[config.mk]
export PLATFORM = sky130hd
export DESIGN_NAME = bms_div
export DESIGN_NICKNAME = d
export VERILOG_FILES = /design/src/hdl/bms_pkg.sv /design/src/hdl/bms_div.sv
export SDC_FILE = /design/constraint.sdc
export NUM_CORES = 1
export LEC_CHECK = 0
export BUFFER_PORTS_ARGS = -buffer_cell sky130_fd_sc_hd__buf_2
export CAP_MARGIN = 20
export CORE_ASPECT_RATIO = 1.1
export CORE_UTILIZATION = 58
export CTS_CLUSTER_DIAMETER = 200
export CTS_CLUSTER_SIZE = 8
export DETAILED_ROUTE_END_ITERATION = 8
export GPL_ROUTABILITY_DRIVEN = 0
export PLACE_DENSITY = 0.8
export SYNTH_ARGS = -nofsm -noshare
export SYNTH_HDL_FRONTEND = slang
export SYNTH_SLANG_ARGS = --single-unit
[constraint.sdc]
create_clock -name clk -period 5.1 [get_ports clk]
set_input_delay 1.02 -clock clk [delete_from_list [all_inputs] [get_ports clk]]
set_output_delay 1.02 -clock clk [all_outputs]
set_load 0.02 [all_outputs]
[src/hdl/bms_pkg.sv]
`timescale 1ns / 1ps
package bms_pkg;

  localparam int MAX_CONES_DEF = 256;
  localparam int IDX_W = 13;   // wide enough to compare an 8-bit index against any table depth below 8192
  localparam int PW = 68;      // shared multiplier product width
  localparam int CFG_AW = 3;
  localparam int CFG_DW = 32;

  localparam logic signed [63:0] PI_Q = 64'sd205887;
  localparam logic signed [63:0] HALF_PI_Q = 64'sd102944;
  localparam logic signed [63:0] TWO_PI_Q = 64'sd411775;
  localparam logic signed [33:0] DEG2RAD_Q32 = 34'sd74961321;
  localparam logic signed [35:0] CORDIC_GAIN_Q30 = 36'sd652032874;
  localparam logic [32:0] HIT_DIST_Q16 = 33'd98304;
  localparam logic [34:0] HIT_DIST2_Q32 = 35'd9663676416;
  localparam int CORDIC_STEPS = 16;

  localparam logic KIND_LOAD = 1'b0;
  localparam logic KIND_TICK = 1'b1;

  typedef enum logic [CFG_AW-1:0] {
    REG_WHEELBASE,
    REG_MAX_THROTTLE,
    REG_TOP_SPEED,
    REG_TIME_STEP,
    REG_CONE_COUNT
  } cfg_reg_t;

  typedef struct packed {
    logic              start;
    logic              vec_mode;
    logic signed [20:0] ang;
    logic signed [35:0] x0;
    logic signed [35:0] y0;
  } cordic_req_t;

  typedef struct packed {
    logic              done;
    logic signed [35:0] x;
    logic signed [35:0] y;
    logic signed [20:0] z;
  } cordic_rsp_t;

  typedef struct packed {
    logic              start;
    logic signed [63:0] dividend;
    logic [30:0]        divisor;
  } div_req_t;

  typedef struct packed {
    logic              done;
    logic signed [63:0] quot;
  } div_rsp_t;

  typedef struct packed {
    logic              start;
    logic signed [31:0] px;
    logic signed [31:0] py;
  } cone_req_t;

  typedef struct packed {
    logic done;
    logic hit;
  } cone_rsp_t;

  function automatic logic signed [20:0] atan_q(input logic [3:0] i);
    logic signed [20:0] r;
    case (i)
      4'd0:  r = 21'sd51472;
      4'd1:  r = 21'sd30386;
      4'd2:  r = 21'sd16055;
      4'd3:  r = 21'sd8150;
      4'd4:  r = 21'sd4091;
      4'd5:  r = 21'sd2047;
      4'd6:  r = 21'sd1024;
      4'd7:  r = 21'sd512;
      4'd8:  r = 21'sd256;
      4'd9:  r = 21'sd128;
      4'd10: r = 21'sd64;
      4'd11: r = 21'sd32;
      4'd12: r = 21'sd16;
      4'd13: r = 21'sd8;
      4'd14: r = 21'sd4;
      default: r = 21'sd2;
    endcase
    return r;
  endfunction

  // shift right by k, rounding half away from zero
  function automatic logic signed [PW-1:0] rnd_shift(input logic signed [PW-1:0] v,
                                                      input int k);
    logic signed [PW-1:0] half;
    logic signed [PW-1:0] mag;
    logic signed [PW-1:0] r;
    half = PW'(1) <<< (k - 1);
    mag = v[PW-1] ? -v : v;
    r = (mag + half) >>> k;
    return v[PW-1] ? -r : r;
  endfunction

  function automatic logic signed [PW-1:0] sat32(input logic signed [PW-1:0] v);
    logic signed [PW-1:0] r;
    if (v > PW'(64'sh7FFF_FFFF)) r = PW'(64'sh7FFF_FFFF);
    else if (v < -PW'(64'sh8000_0000)) r = -PW'(64'sh8000_0000);
    else r = v;
    return r;
  endfunction

endpackage

[src/hdl/bms_div.sv]
`timescale 1ns / 1ps
module bms_div (
  input  logic               clk,
  input  logic               rst_n,
  input  bms_pkg::div_req_t  req,
  output bms_pkg::div_rsp_t  rsp
);
  import bms_pkg::*;

  logic [63:0] q_r;
  logic [31:0] rem_r;
  logic [30:0] dvs_r;
  logic [6:0]  cnt_r;
  logic        busy_r;
  logic        neg_r;
  logic        done_r;
  logic [32:0] trial;

  // restoring division, one quotient bit per cycle
  assign trial = {rem_r, q_r[63]} - {2'b0, dvs_r};

  always_ff @(posedge clk) begin
    if (!rst_n) begin
      busy_r <= 1'b0;
      done_r <= 1'b0;
    end else begin
      done_r <= 1'b0;
      if (req.start) begin
        busy_r <= 1'b1;
        neg_r <= req.dividend[63];
        q_r <= req.dividend[63] ? 64'(-req.dividend) : 64'(req.dividend);
        rem_r <= '0;
        dvs_r <= req.divisor;
        cnt_r <= 7'd64;
      end else if (busy_r) begin
        if (!trial[32]) rem_r <= trial[31:0];
        else rem_r <= {rem_r[30:0], q_r[63]};
        q_r <= {q_r[62:0], !trial[32]};
        cnt_r <= cnt_r - 7'd1;
        if (cnt_r == 7'd1) begin
          busy_r <= 1'b0;
          done_r <= 1'b1;
        end
      end
    end
  end

  assign rsp.done = done_r;
  assign rsp.quot = neg_r ? -$signed(q_r) : $signed(q_r);
endmodule

# Yosys cells after proc, flatten, opt, wreduce, memory -nomap -nowiden
# Index checks and enable logic that the tools add are counted.
# totals
register_bits	137
inputBits	98
out_inout_bits	65
# op_classes
addsub	4
n_eq_ne	1
mux	11
bitwise_logic	2
n_reduce_logical	5
# op_table
cell	count
$mux 64	4
$neg 64->64	2
$mux 32	2
$sub 33x31->33	1
$eq 7x1->1 const B	1
$mux 7	1
$sub 7x1->7 const B	1
$mux 1	4
$reduce_and 2->1	2
$reduce_or 3->1	1
$not 1->1	2
$reduce_bool 2->1	1
$logic_not 1->1	1

# Logic depth before layout (Yosys ltp)
# logic_depth
depth_word	4
mapped_depth	13
mapped_depth_nobuf	11

# Worst setup path after synthesis
# OpenSTA, ideal clock, no wires.
# synth_path
kind	input-to-reg
from	in req[95] (netlist bit)
to	reg cnt_r[0] (enable)
setup_ns	0.471
t_arrival_ns	3.849
slack_ns	0.780
path_stages	3
cell_sequence	clkbuf_1 clkbuf_1 o21a_1
# synth_via
elab_chain_len	2
# synth_lines
item	line	source
start: declaration	bms_div.sv:5	input bms_pkg::div_req_t req,
$reduce_bool 2->1 (no source line)	-	
$reduce_and 2->1 (no source line)	-	
end signal: assignment	bms_div.sv:39	cnt_r <= cnt_r - 7'd1;
end: declaration	bms_div.sv:13	logic [6:0] cnt_r;
# Every way passes these cells.
# A chain may end at the register's enable or synchronous reset.

==> run_results.csv <==
group,metric,value,unit
run_status,status,"completed",
yosys,synth_cell_types,64,
hold_path,hp-class,"flip-flop to flip-flop",
setup_path,r2r_slack,0.81,ns
hold_path,min_to,"done_r$_SDFF_PP0_",
clock_tree,clkLatencyLatePin,0.43,ns
placement,io_buffer_count,162,
routing,routedWlPerCell,17.7,µm
setup_path,r2r-start,"q_r[63]$_DFFE_PP_",
cells_and_area,nFillCells,1292,
pwr,power.internal,2.71,mW
yosys,yosys_warnings,0,
cells_and_area,utilization,69.8,%
hold_path,min_from,"busy_r$_SDFF_PN0_",
routing,routed_wl,26100,µm
global_routing,grt_pass1_vias,8313,
setup_path,r2r_cells,12,
pwr,pwr-share-comb,27.6,%
pwr,pwr-share-clk,35.4,%
global_routing,grt_pass1_wl,41500,µm
yosys,yosysSeqAreaShare,40.2,%
cells_and_area,n_antenna_cell,0,
routing,firstDrtPassIters,6,
clock_tree,cts_buffers,17,
global_routing,antenna_found_initial,3,
cells_and_area,regArea,4090,µm²
timing,max_slew_margin,42.5,%
floorplan,ioPinCount,163,
pwr,vdd.ir_drop.worst,0.261,mV
yosys,syn_area,10200,µm²
yosys,syn_avg_cell_area,9.38,µm²
timing,post-route-min-period,4.94,ns
pwr,p_sw,1.21,mW
floorplan,core_area,17100,µm²
cells_and_area,multi_input_area,5770,µm²
routing,drt_iter0_drc,786,
yosys,synth_async_sr_flop_share,0,%
clock_tree,cts_hold_buf,0,
setup_path,crit_arrival,3.92,ns
setup_path,rr_endpoint,"rem_r[21]$_SDFFCE_PP0P_",
setup_path,cp-end-kind,"output pin",
pwr,seqPwrFrac,37.0,%
hold_path,whs_path_depth,2,
floorplan,row_count,50,
global_routing,grt_overflow,0,
timing,fin_skew,0.00889,ns
timing,setup_tns,0,ns
clock_tree,htreeDepth,4,
clock_tree,cts_root_buf,"clkbuf_16",
global_routing,grt_max_degree,80,
yosys,synthCells,1087,
timing,worst_slew_pin_slew,0.862,ns
cells_and_area,drive_above_1_share,22.1,%
floorplan,dieArea,18100,µm²
run,maxCapViolCount,0,
timing,grt_setup_unrepaired,"true",
pwr,leakage,4.55,nW
yosys,yosys_register_bits,137,
timing,finalSetupViolCount,0,
routing,vias,8966,
clock_tree,cts_sinks,137,
floorplan,start_util,59.7,%
setup_path,path_max_fanout,4,
cells_and_area,nets,1364,
pwr,swShare,30.9,%
timing,maxSlewViolCount,0,
cells_and_area,area_growth,17.0,%
timing,fmax,202,MHz
setup_path,critPathKind,"flip-flop to output pin",
yosys,syn-num-nets,1221,
placement,hpwl,19100,µm
routing,drc,0,
clock_tree,clk_pin_slew,0.06,ns
timing,final-hold-violation-count,0,
clock_tree,cts_max_path_buffers,2,
routing,vias_per_cell,6.07,
yosys,synth_ff_type,"edfxtp_1",
clock_tree,tritoncts,"done",
setup_path,worstSetupStartpointType,"flip-flop",
floorplan,die-height,141,µm
routing,drtAntennaViolNets,0,
setup_path,cp.required,4.08,ns
floorplan,die_w,128,µm
pwr,power_density,328,nW/µm²
timing,period_share,96.9,%
yosys,synth_edf_count,135,
global_routing,grt.total_usage,29.4,%
-- through the flow --
stage	total power, mW	hold WS [ns]	std cells	instance area (µm²)	worst slack (ns)
floorplan	2.21	0.415	1087	10200	0.780
global placement	2.51	0.435	1444	11200	0.393
detailed placement	2.53	0.458	1444	11200	0.327
CTS	3.91	0.466	1477	11900	0.0112
global route	4.07	0.487	1477	11900	-0.000494
finish	3.91	0.465	1477	11900	0.160
-- Yosys cell counts (all sizes together), types with 6 or more instances --
master / number / area [µm²]
a21o: 15 / 113
a21oi: 99 / 495
a31oi: 6 / 37.5
and3: 9 / 56.3
buf: 9 / 46.3
clkbuf: 41 / 154
edfxtp: 135 / 4050
ha: 35 / 438
inv: 49 / 184
mux2: 34 / 383
nand2: 116 / 435
nand2b: 17 / 106
nand3: 15 / 75.1
nand3b: 8 / 60.1
nand4: 10 / 68.8
nor2: 76 / 285
nor3: 24 / 120
nor4: 7 / 58.8
o21a: 7 / 52.6
o21ai: 59 / 295
o31ai: 31 / 238
o41ai: 21 / 191
or2: 10 / 62.6
or3: 23 / 151
or4: 23 / 203
xnor2: 98 / 858
xor2: 53 / 464
-- cell type report --
type / instances / share of cell area [%]
repair buffers: 174 / 7.70
flip-flops and latches: 137 / 34.3
well taps: 234 / 2.46
inverters: 49 / 1.54
clock buffers: 20 / 3.91
clock inverters: 12 / 1.64
multi-input cells: 851 / 48.4
-- placed cells by master (no fill, tap or decap), drive strengths merged, types with 8 or more instances in the layout --
master	synthesis	routed
clkbuf	41	20
o21ai	59	59
edfxtp	135	135
or2	10	10
nand2	116	116
or4	23	23
nand4	10	10
and3	9	9
xor2	53	53
nand3	15	15
inv	49	49
mux2	34	34
nand3b	8	8
xnor2	98	98
nor2	76	76
o41ai	21	21
a21o	15	15
o31ai	31	31
buf	9	174
nor3	24	24
or3	23	23
a21oi	99	99
ha	35	35
nand2b	17	17
-- power by group through the flow --
stage | clock network (mW) | registers (mW) | logic, mW
CTS | 1.39 | 1.45 | 1.07
floorplan | 0 | 1.44 | 0.769
finish | 1.38 | 1.45 | 1.08
global route | 1.43 | 1.46 | 1.18
detailed placement | 0 | 1.47 | 1.06
global placement | 0 | 1.46 | 1.04
-- sequential cells by signal, indices dropped and copies added (netlist names) --
name,cells
cnt_r,7
rem_r,32
done_r,1
neg_r,1
q_r,64
busy_r,1
dvs_r,31
-- repair_timing --
| item | 4_1_cts | 5_1_grt |
|---|---|---|
| pin swaps | 1 | 2 |
| resized for setup | 2 | 6 |
| buffers inserted | 1 | 0 |
| gates cloned | 0 | 0 |
| endpoints found under the setup margin | 1 | 4 |
| hold endpoints to repair | 0 | 0 |
-- critical path: stages, from the launching register on --
cell and delay, ns:
edfxtp_1 0.43, or4_4 0.58, or4_4 0.53, nor3b_4 0.27, nand4b_1 0.21, or4_4 0.50
or3_4 0.42, o21ai_2 0.19, xnor2_2 0.16, buf_4 0.19
-- per-layer routing --
metal,track usage (%),part of all wire (%),vias to the layer above
met3,5.05,7.4,68
met4,12.8,2.9,6
met5,0,0.13,-
li1,-,-,4275
met1,36.7,40,4226
met2,50.0,49,391
-- worst max-delay path by stage --
stage / start / end / slack [ns] / cells after the start
3_3_place_gp: q_r[6]$_DFFE_PP_ / rsp[63] / 0.39 / 9
4_1_cts: q_r[6]$_DFFE_PP_ / rsp[63] / 0.01 / 9
6_report: q_r[6]$_DFFE_PP_ / rsp[63] / 0.16 / 9
2_1_floorplan: req[95] / cnt_r[0]$_SDFFCE_PP0P_ / 0.78 / 3
3_5_place_dp: q_r[6]$_DFFE_PP_ / rsp[63] / 0.33 / 9
5_1_grt: q_r[0]$_DFFE_PP_ / rsp[56] / -0.0005 / 11
-- kinds of logic (layout without fill, tap and decap cells) --
kind of cell	after synthesis	after routing	share of synthesized area, %
buffers and inverters	99	255	3.77
XOR/XNOR	151	151	13.0
AO/OA/AOI/OAI	269	269	16.5
multiplexers	38	38	4.15
adder cells (fa/ha/maj)	36	36	4.49
AND/OR/NAND/NOR	357	357	18.0
flip-flops	137	137	40.2
No activity file was read; power rests on OpenSTA's default activity.
