### src/hdl/bms_pkg.sv
`timescale 1ns / 1ps
package bms_pkg;

  localparam int MAX_CONES_DEF = 256;
  localparam int IDX_W = 13;   // wide enough to compare an 8-bit index against any table depth below 8192
  localparam int PW = 68;      // shared multiplier product width
  localparam int CFG_AW = 3;
  localparam int CFG_DW = 32;

  localparam logic signed [63:0] PI_Q = 64'sd205887;
  localparam logic signed [63:0] HALF_PI_Q = 64'sd102944;
  localparam logic signed [63:0] TWO_PI_Q = 64'sd411775;
  localparam logic signed [33:0] DEG2RAD_Q32 = 34'sd74961321;
  localparam logic signed [35:0] CORDIC_GAIN_Q30 = 36'sd652032874;
  localparam logic [32:0] HIT_DIST_Q16 = 33'd98304;
  localparam logic [34:0] HIT_DIST2_Q32 = 35'd9663676416;
  localparam int CORDIC_STEPS = 16;

  localparam logic KIND_LOAD = 1'b0;
  localparam logic KIND_TICK = 1'b1;

  typedef enum logic [CFG_AW-1:0] {
    REG_WHEELBASE,
    REG_MAX_THROTTLE,
    REG_TOP_SPEED,
    REG_TIME_STEP,
    REG_CONE_COUNT
  } cfg_reg_t;

  typedef struct packed {
    logic              start;
    logic              vec_mode;
    logic signed [20:0] ang;
    logic signed [35:0] x0;
    logic signed [35:0] y0;
  } cordic_req_t;

  typedef struct packed {
    logic              done;
    logic signed [35:0] x;
    logic signed [35:0] y;
    logic signed [20:0] z;
  } cordic_rsp_t;

  typedef struct packed {
    logic              start;
    logic signed [63:0] dividend;
    logic [30:0]        divisor;
  } div_req_t;

  typedef struct packed {
    logic              done;
    logic signed [63:0] quot;
  } div_rsp_t;

  typedef struct packed {
    logic              start;
    logic signed [31:0] px;
    logic signed [31:0] py;
  } cone_req_t;

  typedef struct packed {
    logic done;
    logic hit;
  } cone_rsp_t;

  function automatic logic signed [20:0] atan_q(input logic [3:0] i);
    logic signed [20:0] r;
    case (i)
      4'd0:  r = 21'sd51472;
      4'd1:  r = 21'sd30386;
      4'd2:  r = 21'sd16055;
      4'd3:  r = 21'sd8150;
      4'd4:  r = 21'sd4091;
      4'd5:  r = 21'sd2047;
      4'd6:  r = 21'sd1024;
      4'd7:  r = 21'sd512;
      4'd8:  r = 21'sd256;
      4'd9:  r = 21'sd128;
      4'd10: r = 21'sd64;
      4'd11: r = 21'sd32;
      4'd12: r = 21'sd16;
      4'd13: r = 21'sd8;
      4'd14: r = 21'sd4;
      default: r = 21'sd2;
    endcase
    return r;
  endfunction

  // shift right by k, rounding half away from zero
  function automatic logic signed [PW-1:0] rnd_shift(input logic signed [PW-1:0] v,
                                                      input int k);
    logic signed [PW-1:0] half;
    logic signed [PW-1:0] mag;
    logic signed [PW-1:0] r;
    half = PW'(1) <<< (k - 1);
    mag = v[PW-1] ? -v : v;
    r = (mag + half) >>> k;
    return v[PW-1] ? -r : r;
  endfunction

  function automatic logic signed [PW-1:0] sat32(input logic signed [PW-1:0] v);
    logic signed [PW-1:0] r;
    if (v > PW'(64'sh7FFF_FFFF)) r = PW'(64'sh7FFF_FFFF);
    else if (v < -PW'(64'sh8000_0000)) r = -PW'(64'sh8000_0000);
    else r = v;
    return r;
  endfunction

endpackage

### src/hdl/bms_cone.sv
`timescale 1ns / 1ps
module bms_cone #(
  parameter int AW = 8,
  parameter int CW = 9
) (
  input  logic               clk,
  input  logic               rst_n,
  input  bms_pkg::cone_req_t req,
  input  logic [CW-1:0]      n,
  output logic [AW-1:0]      raddr,
  input  logic signed [31:0] rd_x,
  input  logic signed [31:0] rd_y,
  output bms_pkg::cone_rsp_t rsp
);
  import bms_pkg::*;

  logic [CW-1:0]      cnt_r;
  logic               busy_r;
  logic               v1_r;
  logic               v2_r;
  logic               v3_r;
  logic               hit_r;
  logic               near_r;
  logic signed [31:0] px_r;
  logic signed [31:0] py_r;
  logic [32:0]        ax_r;
  logic [32:0]        ay_r;
  logic [33:0]        sqx_r;
  logic [33:0]        sqy_r;
  logic signed [32:0] ex;
  logic signed [32:0] ey;
  logic               issue;

  assign issue = busy_r && (cnt_r != n);
  assign raddr = cnt_r[AW-1:0];
  assign ex = 33'(px_r) - 33'(rd_x);
  assign ey = 33'(py_r) - 33'(rd_y);

  // read, abs difference, squares, compare: one cone per cycle
  always_ff @(posedge clk) begin
    if (!rst_n) begin
      busy_r <= 1'b0;
      v1_r <= 1'b0;
      v2_r <= 1'b0;
      v3_r <= 1'b0;
      hit_r <= 1'b0;
    end else begin
      v1_r <= issue;
      v2_r <= v1_r;
      v3_r <= v2_r;
      if (req.start) begin
        busy_r <= 1'b1;
        cnt_r <= '0;
        hit_r <= 1'b0;
        px_r <= req.px;
        py_r <= req.py;
      end else begin
        if (issue) cnt_r <= cnt_r + CW'(1);
        if (rsp.done) busy_r <= 1'b0;
      end
      if (v1_r) begin
        ax_r <= ex[32] ? 33'(-ex) : 33'(ex);
        ay_r <= ey[32] ? 33'(-ey) : 33'(ey);
      end
      if (v2_r) begin
        near_r <= (ax_r < HIT_DIST_Q16) && (ay_r < HIT_DIST_Q16);
        sqx_r <= 34'(ax_r[16:0]) * 34'(ax_r[16:0]);
        sqy_r <= 34'(ay_r[16:0]) * 34'(ay_r[16:0]);
      end
      if (v3_r && near_r && ((35'(sqx_r) + 35'(sqy_r)) < HIT_DIST2_Q32)) hit_r <= 1'b1;
    end
  end

  assign rsp.done = busy_r && (cnt_r == n) && !v1_r && !v2_r && !v3_r;
  assign rsp.hit = hit_r;
endmodule

### config.mk
export PLATFORM = sky130hd
export DESIGN_NAME = bms_cone
export DESIGN_NICKNAME = d
export VERILOG_FILES = /design/src/hdl/bms_pkg.sv /design/src/hdl/bms_cone.sv
export SDC_FILE = /design/constraint.sdc
export NUM_CORES = 2
export LEC_CHECK = 0
export ABC_AREA = 0
export BUFFER_PORTS_ARGS = -buffer_cell sky130_fd_sc_hd__buf_2
export CAP_MARGIN = 25
export CORE_AREA = 10 10 295 354
export DETAILED_ROUTE_END_ITERATION = 12
export DIE_AREA = 0 0 305 364
export PLACE_DENSITY = 0.43
export RECOVER_POWER = 100
export SYNTH_ARGS = -nofsm -noshare
export SYNTH_HDL_FRONTEND = slang
export SYNTH_SLANG_ARGS = --single-unit
### constraint.sdc
create_clock -name clk -period 6.1 [get_ports clk]
set_input_delay 0 -clock clk [delete_from_list [all_inputs] [get_ports clk]]
set_output_delay 0 -clock clk [all_outputs]
set_load 0.02 [all_outputs]
; ---- Word-level counts from Yosys, hierarchy flattened
; Index checks and enable logic that the tools add are counted.
[totals]
ff_bits = 213
rom_bits = 0
out_inout_bits = 10
latchBits = 0
mem_count = 0
in_bits = 140
ram_bits = 0
elab_cells = 53
[op_classes]
mux = 7
shift = 0
magnitude_cmp = 3
n_div = 0
n_addsub = 6
bitwise_logic = 0
reduce_logical = 18
mul = 2
n_eq_ne = 2
[op_table]
columns = cell, count
row1 = 17-bit by 17-bit multiplier with 34-bit output, 2
row2 = 33-bit by 17-bit less-than comparator with 1-bit output (second input constant), 2
row3 = 33-bit negation, 2
row4 = 32-bit by 32-bit subtractor with 33-bit output, 2
row5 = 32-bit two-way mux, 2
row6 = 34-bit by 34-bit adder with 35-bit output, 1
row7 = 35-bit by 34-bit less-than comparator with 1-bit output (second input constant), 1
row8 = 9-bit by 1-bit adder with 9-bit output (second input constant), 1
row9 = 9-bit == test, 1
row10 = 9-bit two-way mux, 1
row11 = 9-bit inequality test, 1
row12 = 1-bit logical AND, 8
row13 = 2-bit AND reduction, 4
row14 = 2-bit nonzero test, 3
row15 = 1-bit two-way mux, 4
row16 = 1-bit zero test, 3

; ---- Logic depth before layout (Yosys ltp)
[depth]
ltp_word = 7
depth_mapped = 27
mapped_depth_nobuf = 26

; ---- Least setup slack after synthesis
; Ideal clock, no wire load.
[synth_path]
path_kind = register to register
startpoint = register ay_r[7]
endpoint = register sqy_r[33], data pin
synth_period_minus_slack_ns = 6.365
required_time_ns = 5.841
path_buffers = 1
path_slack_ns = -0.265
t_arrival_ns = 6.105
stages_incl_launch_ff = 26
cell_sequence = edfxtp_1 -> clkbuf_1 -> nand2_1 -> fa_1 -> inv_1 -> fa_1 -> inv_1 -> fa_1 -> inv_1 -> fa_1 -> fa_1 -> inv_1 -> fa_1 -> inv_1 -> ha_1 -> a21oi_1 -> o21ai_0 -> a21o_1 -> a21oi_1 -> a31oi_1 -> o22ai_1 -> o211ai_1 -> a311oi_1 -> o21ai_0 -> a21oi_1 -> xnor2_1
[synth_between]
elab_chain_len = 1
[synth_rtl]
columns = element, line
row1 = start: declaration, bms_cone.sv:27  ; logic [32:0] ay_r;
row2 = start signal: assignment, bms_cone.sv:63  ; ay_r <= ey[32] ? 33'(-ey) : 33'(ey);
row3 = 17-bit by 17-bit multiplier with 34-bit output, bms_cone.sv:68  ; sqy_r <= 34'(ay_r[16:0]) * 34'(ay_r[16:0]);
row4 = end signal: assignment, bms_cone.sv:68
row5 = end: declaration, bms_cone.sv:29  ; logic [33:0] sqy_r;
; Every way passes these cells.
; A chain may end at the register's enable or synchronous reset.

; ---- Final worst setup path
[layout_path]
startpoint = register ay_r[3]
endpoint = register sqy_r[33], data pin
; Same word-level chain as after synthesis.

==> reports/qor.csv <==
stage,metric,value,unit
routing,WL final,67280,um
timing,Hold WS,97.34,ps
timing,RSZ-0062 raised after global routing,yes,
floorplanning,die width,305,um
worst_setup_path,WP buf/inv,6,
clocking,Worst-path clk slew,50,ps
floorplanning,Die Span Y,364,um
synthesis,Seq cells post-synth,209,
synthesis,Post-Synth Adder-Cell Area,40.35,%
finish,fin util,36.35,%
timing,Worst-Margin Slew,3690,ps
synthesis,yosys warns,0,
synthesis,XOR/XNOR share of the synthesized area,5.996,%
routing,per-cell routed wire length,14.26,um
synthesis,Post-Synth Simple-Gate Area,12.40,%
synthesis,Syn Inst Count,2974,
timing,Slew Limit Fails,198,
routing,Vias,20957,
synthesis,Post-Synthesis Net Count,3816,
floorplanning,Core Box Area,97590,um^2
finish,layout cells sized above 1,19.20,%
synthesis,Syn Std Cell Area,28900,um^2
clocking,Worst-Skew Late Latency,610,ps
worst_setup_path,CP Capture Type,flop,
finish,area grow syn2layout,22.74,%
worst_setup_path,FF-to-FF End,sqy_r[33]$_DFFE_PP_,
finish,Layout Nets,4256,
synthesis,sequential share of the synthesized area,21.54,%
worst_setup_path,Critical Path Max Stage Delay,540,ps
place,IO Port Bufs,149,
min_path,worst hold stages,5,
timing,setup violators final,0,
timing,fmax,166.1,MHz
floorplanning,Initial Util,29.62,%
synthesis,syn avg cell area,9.718,um^2
timing,fin crit period,6019,ps
routing,DRT antenna net count,0,
worst_setup_path,R2R setup slack,80,ps
synthesis,post-synthesis mux area share,0.3593,%
routing,1st-iter DRT viols,709,
clocking,H-tree depth,1,
synthesis,number of synthesized flops with an enable pin,204,
grt,GRT Overall Usage,12.17,%
worst_setup_path,"slowest stage cell, crit path",fa_1,
grt,initial antenna violation count,2,
worst_setup_path,Worst setup SP type,flop,
routing,number of detailed-route iterations in the first pass,5,
grt,number of global-route vias before repair,23237,
worst_setup_path,R2R depth,25,
clocking,CTS tree,built,
routing,Vias/cell,4.442,
timing,Slew HR,-146.0,%
worst_setup_path,WP data required,6440,ps
clocking,CTS Buf Count,30,
floorplanning,Ports,150,
clocking,CTS root buf,clkbuf_16,
run_status,status,"finished, violations left",
grt,first-pass GRT wire length,113000,um
min_path,worst hold-check path type,input pin to flop,
place,HPWL Detailed,56310,um
timing,final hold violations,0,
timing,final cycle utilization of the critical path,98.68,%
min_path,Hold EP,ax_r[1]$_DFFE_PP_,
synthesis,Compound-Gate Fraction of Synth Area,9.528,%
job,max cap viols,3,
clocking,Num Clock Sinks,209,
grt,largest net degree at the start of global routing,67,
run_status,violations in the final reports,"capacitance limit, slew limit",
synthesis,Async SR Flop Fraction,0,%
worst_setup_path,"CP delay by family, top",adder cells,
routing,DRC viols,0,
timing,clock skew,30.63,ps
worst_setup_path,reg2reg start,ay_r[3]$_DFFE_PP_,
synthesis,main combinational cell family by area after synthesis,adder cells,
timing,total negative slack,0,ps
min_path,hold path start,rd_x[1],
synthesis,Synth cell types,94,
clocking,clock buffer depth,3,
grt,Overflow after GRT,0,
worst_setup_path,"Max FO, Critical Path",6,
place,final RePlAce weighted congestion,0.7986,
floorplanning,FP Rows,126,
floorplanning,die area,111000,um^2
worst_setup_path,CP Class,flop to flop,
synthesis,Synth Flop Type,edfxtp_1,
worst_setup_path,"Data arrival, critical path",6350,ps
==> sequential cells by signal, summed over array words and instances (netlist names), 9 cells and up <==
signal / cells
ay_r: 33
py_r: 32
ax_r: 33
cnt_r: 9
sqx_r: 32
sqy_r: 32
px_r: 32
==> kinds of logic after synthesis <==
logic type | after synthesis
buffers and inverters | 737
XOR/XNOR | 197
flip-flops | 209
AND/OR/NAND/NOR | 698
multiplexers | 10
AO/OA/AOI/OAI | 420
adder cells (fa/ha/maj) | 703
==> metrics by stage <==
step / worst slack (ps) / instance area [um^2] / std cells
after CTS: -5.202 / 34670 / 4682
after global placement: -224.4 / 32500 / 4529
after global routing: -219.3 / 35480 / 4718
after floorplan: 3.205 / 28950 / 2974
final: 80.78 / 35480 / 4718
after detailed placement: -237.2 / 32500 / 4529
==> worst max-delay path by stage <==
stage	from	end	depth (start not counted)
after floorplan	ay_r[4]$_DFFE_PP_	sqy_r[32]$_DFFE_PP_	25
after global placement	ax_r[6]$_DFFE_PP_	sqx_r[32]$_DFFE_PP_	20
after detailed placement	ay_r[2]$_DFFE_PP_	sqy_r[33]$_DFFE_PP_	23
after CTS	ax_r[7]$_DFFE_PP_	sqx_r[32]$_DFFE_PP_	24
after global routing	ay_r[3]$_DFFE_PP_	sqy_r[33]$_DFFE_PP_	22
final	ay_r[3]$_DFFE_PP_	sqy_r[33]$_DFFE_PP_	25
==> synth_stat cells, types with 6 or more instances <==
cell type	count	area (um^2)
or3_1	11	68.82
nor2b_1	26	162.7
or2_2	13	81.33
nor4_1	19	118.9
and2_1	132	825.8
a21o_1	59	442.9
o21bai_1	13	97.59
o31ai_1	8	60.06
a211oi_1	17	127.6
nand2_1	230	863.3
xor2_1	66	578.1
and3_1	17	106.4
a21oi_1	116	580.6
clkbuf_1	58	217.7
o2111ai_1	6	52.55
mux2i_1	7	70.07
fa_1	382	7647
a31oi_1	14	87.58
nor3_1	28	140.1
nand2b_1	20	125.1
o21ai_1	15	75.07
o21ai_0	73	365.4
nand3b_1	6	45.04
nor3b_1	6	45.04
nand4_1	17	106.4
o21a_1	20	150.1
nor2_1	108	405.4
nand3_1	32	160.2
inv_1	659	2474
edfxtp_1	204	6126
ha_1	320	4004
a31o_2	8	70.07
o211ai_1	9	67.56
buf_4	12	90.09
xnor2_1	130	1139
==> metal layers <==
metal / vias up / GRT usage, % / part of all wire [%]
li1: 10478 / - / -
met2: 196 / 23.22 / 53
met3: 58 / 1.777 / 3.1
met1: 10225 / 14.16 / 42
met4: 0 / 2.540 / 1.7
met5: - / 0 / 0
==> tightest hold or removal path, stage by stage <==
cell and delay [ps]:
buf_2 100, inv_1 90, fa_1 170, inv_1 70, o21ai_0 160
==> placed cells by master (no fill, tap or decap), types with 27 or more instances in the layout <==
cell and count:
clkbuf_16 31, inv_1 621, fa_2 27, xnor2_1 130, fa_1 355, ha_1 291, buf_2 139, dlygate4sd3_1 68
and2_1 112, inv_2 38, nor2_1 104, edfxtp_1 204, o21ai_0 64, a21oi_1 102, buf_4 217, buf_6 38
nand2_1 205, xor2_1 66, a21o_1 59, nand3_1 31
==> cell type report <==
| cell class | instances | area [um^2] |
|---|---|---|
| fill | 9988 | 62110 |
| multi-input combinational | 2028 | 20600 |
| sequential | 209 | 6226 |
| timing repair buffer | 486 | 3600 |
| inverter | 659 | 2474 |
| tap | 1280 | 1602 |
| clock buffer | 36 | 794.5 |
| clock inverter | 19 | 180.2 |
| antenna | 1 | 2.502 |
==> what timing repair did <==
item	in CTS	in global routing
gates resized for setup	75	174
buffers inserted	30	39
hold endpoints to repair	82	0
pin swaps	52	131
cloned	0	1
endpoints found under the setup margin	20	26
hold buffers	68	0
Power is left out: the tool's default activity adds up to more than one toggle a clock period on the data nets, which glitch-free logic cannot reach.
