==> config.mk <==
export PLATFORM = sky130hd
export DESIGN_NAME = bms_cordic
export DESIGN_NICKNAME = d
export VERILOG_FILES = /design/src/hdl/bms_pkg.sv /design/src/hdl/bms_cordic.sv
export SDC_FILE = /design/constraint.sdc
export NUM_CORES = 1
export LEC_CHECK = 0
export ABC_AREA = 1
export BUFFER_PORTS_ARGS = -buffer_cell sky130_fd_sc_hd__buf_2
export CORE_MARGIN = 5
export CORE_UTILIZATION = 31
export CTS_CLUSTER_SIZE = 30
export DETAILED_ROUTE_END_ITERATION = 6
export GPL_TIMING_DRIVEN = 0
export PLACE_DENSITY_LB_ADDON = 0.25
export SYNTH_ARGS = -nofsm -noshare
export SYNTH_HDL_FRONTEND = slang
export SYNTH_SLANG_ARGS = --single-unit
==> constraint.sdc <==
create_clock -name clk -period 9.9 [get_ports clk]
set_input_delay 0.99 -clock clk [delete_from_list [all_inputs] [get_ports clk]]
set_output_delay 0.99 -clock clk [all_outputs]
set_load 0.02 [all_outputs]
==> src/hdl/bms_pkg.sv <==
`timescale 1ns / 1ps
package bms_pkg;

  localparam int MAX_CONES_DEF = 256;
  localparam int IDX_W = 13;   // wide enough to compare an 8-bit index against any table depth below 8192
  localparam int PW = 68;      // shared multiplier product width
  localparam int CFG_AW = 3;
  localparam int CFG_DW = 32;

  localparam logic signed [63:0] PI_Q = 64'sd205887;
  localparam logic signed [63:0] HALF_PI_Q = 64'sd102944;
  localparam logic signed [63:0] TWO_PI_Q = 64'sd411775;
  localparam logic signed [33:0] DEG2RAD_Q32 = 34'sd74961321;
  localparam logic signed [35:0] CORDIC_GAIN_Q30 = 36'sd652032874;
  localparam logic [32:0] HIT_DIST_Q16 = 33'd98304;
  localparam logic [34:0] HIT_DIST2_Q32 = 35'd9663676416;
  localparam int CORDIC_STEPS = 16;

  localparam logic KIND_LOAD = 1'b0;
  localparam logic KIND_TICK = 1'b1;

  typedef enum logic [CFG_AW-1:0] {
    REG_WHEELBASE,
    REG_MAX_THROTTLE,
    REG_TOP_SPEED,
    REG_TIME_STEP,
    REG_CONE_COUNT
  } cfg_reg_t;

  typedef struct packed {
    logic              start;
    logic              vec_mode;
    logic signed [20:0] ang;
    logic signed [35:0] x0;
    logic signed [35:0] y0;
  } cordic_req_t;

  typedef struct packed {
    logic              done;
    logic signed [35:0] x;
    logic signed [35:0] y;
    logic signed [20:0] z;
  } cordic_rsp_t;

  typedef struct packed {
    logic              start;
    logic signed [63:0] dividend;
    logic [30:0]        divisor;
  } div_req_t;

  typedef struct packed {
    logic              done;
    logic signed [63:0] quot;
  } div_rsp_t;

  typedef struct packed {
    logic              start;
    logic signed [31:0] px;
    logic signed [31:0] py;
  } cone_req_t;

  typedef struct packed {
    logic done;
    logic hit;
  } cone_rsp_t;

  function automatic logic signed [20:0] atan_q(input logic [3:0] i);
    logic signed [20:0] r;
    case (i)
      4'd0:  r = 21'sd51472;
      4'd1:  r = 21'sd30386;
      4'd2:  r = 21'sd16055;
      4'd3:  r = 21'sd8150;
      4'd4:  r = 21'sd4091;
      4'd5:  r = 21'sd2047;
      4'd6:  r = 21'sd1024;
      4'd7:  r = 21'sd512;
      4'd8:  r = 21'sd256;
      4'd9:  r = 21'sd128;
      4'd10: r = 21'sd64;
      4'd11: r = 21'sd32;
      4'd12: r = 21'sd16;
      4'd13: r = 21'sd8;
      4'd14: r = 21'sd4;
      default: r = 21'sd2;
    endcase
    return r;
  endfunction

  // shift right by k, rounding half away from zero
  function automatic logic signed [PW-1:0] rnd_shift(input logic signed [PW-1:0] v,
                                                      input int k);
    logic signed [PW-1:0] half;
    logic signed [PW-1:0] mag;
    logic signed [PW-1:0] r;
    half = PW'(1) <<< (k - 1);
    mag = v[PW-1] ? -v : v;
    r = (mag + half) >>> k;
    return v[PW-1] ? -r : r;
  endfunction

  function automatic logic signed [PW-1:0] sat32(input logic signed [PW-1:0] v);
    logic signed [PW-1:0] r;
    if (v > PW'(64'sh7FFF_FFFF)) r = PW'(64'sh7FFF_FFFF);
    else if (v < -PW'(64'sh8000_0000)) r = -PW'(64'sh8000_0000);
    else r = v;
    return r;
  endfunction

endpackage

==> src/hdl/bms_cordic.sv <==
`timescale 1ns / 1ps
module bms_cordic (
  input  logic                 clk,
  input  logic                 rst_n,
  input  bms_pkg::cordic_req_t req,
  output bms_pkg::cordic_rsp_t rsp
);
  import bms_pkg::*;

  typedef enum logic [1:0] {C_IDLE, C_PREP, C_RUN, C_FIN} cstate_t;

  cstate_t            state_r;
  logic signed [35:0] x_r;
  logic signed [35:0] y_r;
  logic signed [20:0] z_r;
  logic [3:0]         i_r;
  logic               flip_r;
  logic               vec_r;
  logic               done_r;
  logic signed [35:0] xs;
  logic signed [35:0] ys;
  logic signed [20:0] at;

  assign xs = x_r >>> i_r;
  assign ys = y_r >>> i_r;
  assign at = atan_q(i_r);

  always_ff @(posedge clk) begin
    if (!rst_n) begin
      state_r <= C_IDLE;
      done_r <= 1'b0;
    end else begin
      done_r <= 1'b0;
      case (state_r)
        C_IDLE: begin
          if (req.start) begin
            vec_r <= req.vec_mode;
            flip_r <= 1'b0;
            i_r <= '0;
            if (req.vec_mode) begin
              x_r <= req.x0;
              y_r <= req.y0;
              z_r <= '0;
              state_r <= C_RUN;
            end else begin
              x_r <= CORDIC_GAIN_Q30;
              y_r <= '0;
              z_r <= req.ang;
              state_r <= C_PREP;
            end
          end
        end
        C_PREP: begin
          // fold the angle into +-pi/2, one half turn a cycle
          if (z_r > 21'(HALF_PI_Q)) begin
            z_r <= z_r - 21'(PI_Q);
            flip_r <= !flip_r;
          end else if (z_r < -21'(HALF_PI_Q)) begin
            z_r <= z_r + 21'(PI_Q);
            flip_r <= !flip_r;
          end else begin
            state_r <= C_RUN;
          end
        end
        C_RUN: begin
          if (vec_r) begin
            if (!y_r[35]) begin
              x_r <= x_r + ys;
              y_r <= y_r - xs;
              z_r <= z_r + at;
            end else begin
              x_r <= x_r - ys;
              y_r <= y_r + xs;
              z_r <= z_r - at;
            end
          end else begin
            if (!z_r[20]) begin
              x_r <= x_r - ys;
              y_r <= y_r + xs;
              z_r <= z_r - at;
            end else begin
              x_r <= x_r + ys;
              y_r <= y_r - xs;
              z_r <= z_r + at;
            end
          end
          i_r <= i_r + 4'd1;
          if (i_r == 4'(CORDIC_STEPS - 1)) state_r <= C_FIN;
        end
        C_FIN: begin
          if (flip_r && !vec_r) begin
            x_r <= -x_r;
            y_r <= -y_r;
          end
          done_r <= 1'b1;
          state_r <= C_IDLE;
        end
        default: state_r <= C_IDLE;
      endcase
    end
  end

  assign rsp.done = done_r;
  assign rsp.x = x_r;
  assign rsp.y = y_r;
  assign rsp.z = z_r;
endmodule

# [Word-level counts from Yosys, hierarchy flattened]
# Memories as Yosys holds them, arrays and structs flattened. A register that Yosys moved wholly into a read port is not among the register bits.
# Cells that the tools add are included.
[word_totals] reg_bits=102 mem_bits_ro=256 inputBits=97 output_inout_bits=94 word_cells=84 memories=1
[memory_table] name="(no name shown)" depth=16 width=16 read_ports=1 rd_clocked_by_memory_dff=1 write_ports=0 line_no="bms_pkg.sv:69" rtl="case (i)"
[op_classes] add_sub_neg=11 order_cmp=2 n_eq_ne=10 shifts=2 mux=36 n_reduce_logical=14
[op_table] cell="36-bit 2-to-1 mux" n=12
[op_table] cell="36-bit case mux with 3 select lines" n=2
[op_table] cell="21-bit 2-to-1 mux" n=7
[op_table] cell="36-bit adder" n=2
[op_table] cell="36-bit negation" n=2
[op_table] cell="36-bit by 4-bit >>> shifter with 36-bit output" n=2
[op_table] cell="36-bit subtractor" n=2
[op_table] cell="21-bit case mux with 3 select lines" n=1
[op_table] cell="21-bit by 19-bit adder with 21-bit output, second input constant" n=1
[op_table] cell="21-bit adder" n=1
[op_table] cell="21-bit by 18-bit greater-than comparator with 1-bit output, second input constant" n=1
[op_table] cell="21-bit by 18-bit less-than comparator with 1-bit output, second input constant" n=1
[op_table] cell="21-bit by 19-bit subtractor with 21-bit output, second input constant" n=1
[op_table] cell="21-bit subtractor" n=1
[op_table] cell="4-bit AND reduction" n=4
[op_table] cell="2-bit 2-to-1 mux" n=5
[op_table] cell="2-bit != test, second input constant" n=5
[op_table] cell="4-bit 2-to-1 mux" n=2
[op_table] cell="2-bit case mux with 4 select lines" n=1
[op_table] cell="4-bit case mux with 2 select lines" n=1
[op_table] cell="3-bit AND reduction" n=2
[op_table] cell="3-bit nonzero test" n=2
[op_table] cell="4-bit by 1-bit adder with 4-bit output, second input constant" n=1
[op_table] cell="2-bit equality test, second input constant" n=2
[op_table] cell="other kinds (9)" n=14

# [Logic depth before layout (Yosys ltp)]
[depth] depth_word=5 mapped_depth=29 depth_no_buf=26

# [Worst setup path after synthesis]
# OpenSTA, ideal clock, no wires.
[synth_path] path_type="reg2reg" from="register state_r[0]" to="register x_r[0] (enable)" setup_ps=591 arrival_ps=6346 required_time_ps=9309 path_slack_ps=2964 stages_incl_launch_ff=8 path_buffers=3 synth_period_minus_slack_ps=6936 path_cell_list="dfxtp_1 ha_1 clkbuf_1 inv_1 clkbuf_1 clkbuf_1 a21oi_1 nor3_1"
[synth_via] elab_chain_len=3 elab_cells_between_ends=7 cone_classes="4 x eq/ne; 3 x reduce/logical"
[synth_lines] item="from (decl)" line_no="bms_cordic.sv:12" rtl="cstate_t state_r;"
[synth_lines] item="from (signal assigned)" line_no="bms_cordic.sv:30" rtl="state_r <= C_IDLE;"
[synth_lines] item="from (signal assigned)" line_no="bms_cordic.sv:44" rtl="state_r <= C_RUN;"
[synth_lines] item="from (signal assigned)" line_no="bms_cordic.sv:49" rtl="state_r <= C_PREP;"
[synth_lines] item="2-bit equality test or 2-bit zero test (tied branches)" line_no="bms_cordic.sv:34" rtl="case (state_r)"
[synth_lines] item="2-bit != test (no source line) or 3-bit nonzero test (tied branches)"
[synth_lines] item="4-bit AND reduction (no source line) *"
[synth_lines] item="to (signal assigned)" line_no="bms_cordic.sv:41" rtl="x_r <= req.x0;"
[synth_lines] item="to (signal assigned)" line_no="bms_cordic.sv:68" rtl="x_r <= x_r + ys;"
[synth_lines] item="to (signal assigned)" line_no="bms_cordic.sv:72" rtl="x_r <= x_r - ys;"
[synth_lines] item="to (decl)" line_no="bms_cordic.sv:13" rtl="logic signed [35:0] x_r;"
# Every way passes the cells marked *; elsewhere a longest branch is shown, timed or not.
# A chain may end at the register's enable or synchronous reset.

# [Worst setup path after layout]
[layout_path] from="register i_r[0]" to="register y_r[35], data pin"
[layout_via] elab_chain_len=5 elab_cells_between_ends=7 cone_classes="2 x add/sub; 1 x shift; 4 x mux"
[layout_lines] item="from (decl)" line_no="bms_cordic.sv:16" rtl="logic [3:0] i_r;"
[layout_lines] item="from (signal assigned)" line_no="bms_cordic.sv:87" rtl="i_r <= i_r + 4'd1;"
[layout_lines] item="36-bit by 4-bit >>> shifter with 36-bit output *" line_no="bms_cordic.sv:24" rtl="assign xs = x_r >>> i_r;"
[layout_lines] item="36-bit adder or 36-bit subtractor (tied branches)"
[layout_lines] item="36-bit 2-to-1 mux, on equally long branches" line_no="bms_cordic.sv:77, bms_cordic.sv:67"
[layout_lines] item="36-bit 2-to-1 mux *" line_no="bms_cordic.sv:66" rtl="if (vec_r) begin"
[layout_lines] item="36-bit case mux with 3 select lines *" line_no="bms_cordic.sv:34"
[layout_lines] item="to (signal assigned)" line_no="bms_cordic.sv:69" rtl="y_r <= y_r - xs;"
[layout_lines] item="to (signal assigned)" line_no="bms_cordic.sv:73" rtl="y_r <= y_r + xs;"
[layout_lines] item="to (signal assigned)" line_no="bms_cordic.sv:79" rtl="y_r <= y_r + xs;"
[layout_lines] item="to (decl)" line_no="bms_cordic.sv:14" rtl="logic signed [35:0] y_r;"
# Marks and branches as above.

==> flow_summary.toml <==
[cts]
clock_tree.htree_level_count = 4
ctsResizeCount = 0
cts_tree = "done"
cts_sinks = 118
numCtsBuffers = 17
cts_hold_buf = 0
cts.clk_slew.worst_paths_ns = 0.06
clockBufferDepth = 2
clockRootBuffer = "clkbuf_16"
clkLatencyLatePin_ns = 0.50
postCtsSetupRepairBufs = 0

[yosys]
yosysSeqAreaShare_pct = 14.1
avgSynthCellArea_um2 = 5.65
synth-edff-count = 99
synth_area_um2 = 23900
syn_nets = 4542
synth-seq-cells = 118
netlist_instances = 4224
synthFlopType = "edfxtp_1"
synth_cell_types = 64
synthArstFlopShare_pct = 0
yosys_warnings = 0

[worst_hold_path]
hold_end = "state_r[1]"
hold_path_class = "flip-flop to flip-flop"
holdPathStages = 2
hp-start = "state_r[1]"

[critical_path]
rrSetupSlack_ns = 4.61
cpMostUsedCell = "nand2_1"
r2r_cells = 25
reg2reg_to = "y_r[35]"
crit_required_ns = 10.08
crit_path_max_incr_delay_ns = 0.85
worst_path_dominant_cell_family = "simple AND/OR/NAND/NOR gates"
end_kind = "flip-flop"
critPathLaunchType = "flip-flop"
critPathBufInv = 6
path_class = "flip-flop to flip-flop"
r2r_start = "i_r[0]"
startpoint = "i_r[0]"
crit_arrival_ns = 5.47
crit_slowest_cell = "o21ai_0"
worst-path-max-fanout = 10
cp.depth = 25

[sta]
tightest_slew_ns = 1.35
slew_headroom_pct = 10.2
period_needed_ns = 5.29
slew_violations = 0
max_freq_mhz = 189
final-hold-violation-count = 0
rsz0062_at_grt = "no"
fin_skew_ns = 0.0200
setup_violations = 0
final.setup.tns_ns = 0
fin_crit_sh_pct = 53.4

[die]
die_area_um2 = 82600
die_w_um = 287
start_util_pct = 31.4
core_um2 = 76100
dieHeight_um = 287
num_rows = 101
ioPinCount = 191

[layout]
final_nets = 4758
antennaDiodeCount = 0
post-route-cell-area_um2 = 26700
multi_input_area_um2 = 17700
syn2layout_area_growth_pct = 12.1
nFillCells = 8837
ff_latch_area_um2 = 3350
layout-drive-gt1-share_pct = 8.42

[status]
status = "complete, no violations"

[detailed_routing]
drc = 0
routedWlPerCell_um = 22.2
viasPerCell = 5.44
drt_iter0_markers = 3359
wirelength_um = 122000
vias = 29900
drtAntennaViolNets = 0
drt_pass1_iterations = 6

[place]
dpl-instance-area_um2 = 26200
gp_congestion = 1.04
detailedPlacementHpwl_um = 100000
numPortBuffers = 190

[global_route]
grt_pass1_vias = 27900
grt_pass1_wl_um = 176000
grt_max_degree = 22
grt.total_usage_pct = 28.3
overflow = 0
antenna_found_initial = 4

[flow_run]
maxCapViolCount = 0
==> how the worst max path moves through the flow <==
stage,endpoint
after CTS,y_r[35]
after global routing,y_r[35]
after floorplan,x_r[0]
after global placement,x_r[30]
final,y_r[35]
after detailed placement,y_r[35]
==> per-layer routing <==
metal	up-vias	wire [um]	global-route usage [%]
met4	0	5470	11.8
met3	239	10400	4.06
met5	-	0	0
li1	14400	-	-
met1	13800	54400	40.1
met2	1414	51300	43.1
==> synthesized netlist by cell type, drive strengths merged (7+ instances only) <==
| cell | number | share of area [%] |
|---|---|---|
| a31oi | 11 | 0.29 |
| ha | 214 | 11 |
| nor2 | 440 | 7.2 |
| a21boi | 18 | 0.57 |
| fa | 7 | 0.59 |
| inv | 566 | 8.9 |
| nor4 | 17 | 0.45 |
| o21a | 19 | 0.60 |
| or2 | 18 | 0.47 |
| dfxtp | 19 | 1.6 |
| a21o | 17 | 0.53 |
| o21ai | 404 | 8.6 |
| nand2 | 1250 | 20 |
| mux2i | 63 | 2.6 |
| nand3b | 8 | 0.25 |
| o21bai | 25 | 0.79 |
| edfxtp | 99 | 12 |
| o211ai | 22 | 0.69 |
| nand4 | 47 | 1.2 |
| a21oi | 304 | 6.4 |
| nor3 | 63 | 1.5 |
| clkbuf | 42 | 0.69 |
| and2 | 20 | 0.52 |
| buf | 90 | 1.9 |
| o311ai | 8 | 0.29 |
| nand3 | 390 | 8.3 |
==> per-stage QoR <==
step	worst slack (ns)	hold WS [ns]	utilization, %	std cells
2_1_floorplan	2.96	0.493	-	4224
3_3_place_gp	-1.92	0.518	34.3	5444
3_5_place_dp	4.96	0.520	34.4	5451
4_1_cts	4.94	0.528	35.2	5483
5_1_grt	4.50	0.566	35.2	5483
6_report	4.61	0.526	35.2	5483
==> registers in the layout (all words and copies together), names as in the netlist <==
name and cells:
x_r 36, y_r 36, z_r 21, at 16
i_r 4, state_r 2, done_r 1, flip_r 1
vec_r 1
==> worst min-delay path, cell delays in order (launching register included) <==
cell     delay [ns]
dfxtp_1        0.34
nor2_1         0.11
nor2_1         0.04
==> cells by family (layout without fill, tap and decap cells) <==
family / Yosys count / in the layout / synth area share [%]
flops: 118 / 118 / 14.1
buf+inv: 700 / 929 / 11.6
simple gates: 2258 / 2258 / 39.8
fa+ha+maj: 221 / 221 / 11.8
compound gates: 857 / 857 / 19.8
xor+xnor: 7 / 7 / 0.257
mux: 63 / 63 / 2.64
==> layout make-up <==
| type | instances | area share [%] |
|---|---|---|
| sequential | 118 | 12.5 |
| multi-input combinational | 3406 | 66.4 |
| tap | 1030 | 4.82 |
| clock buffer | 18 | 1.64 |
| clock inverter | 14 | 0.482 |
| inverter | 568 | 7.98 |
| buffer | 132 | 2.33 |
| timing repair buffer | 197 | 3.85 |
==> cells in the final DEF, fill, tap and decap left out, types with 11 or more instances in the layout <==
cell type / n
clkbuf_16: 17
nand2_1: 1246
o21ai_0: 376
o21a_1: 19
nand3_1: 385
buf_1: 21
a21oi_1: 301
a31oi_1: 11
nor2_2: 11
nor2_1: 423
a21o_1: 17
buf_2: 250
mux2i_1: 63
a21boi_0: 14
o21ai_1: 22
or2_2: 16
nor3_1: 56
and2_1: 19
inv_1: 555
nor4_1: 17
dfxtp_1: 19
nand4_1: 47
edfxtp_1: 99
o21bai_1: 25
o211ai_1: 22
ha_1: 214
clkbuf_1: 36
Power is not shown: default switching activity piles up to over one toggle a cycle in this logic, so the estimate is an artifact.
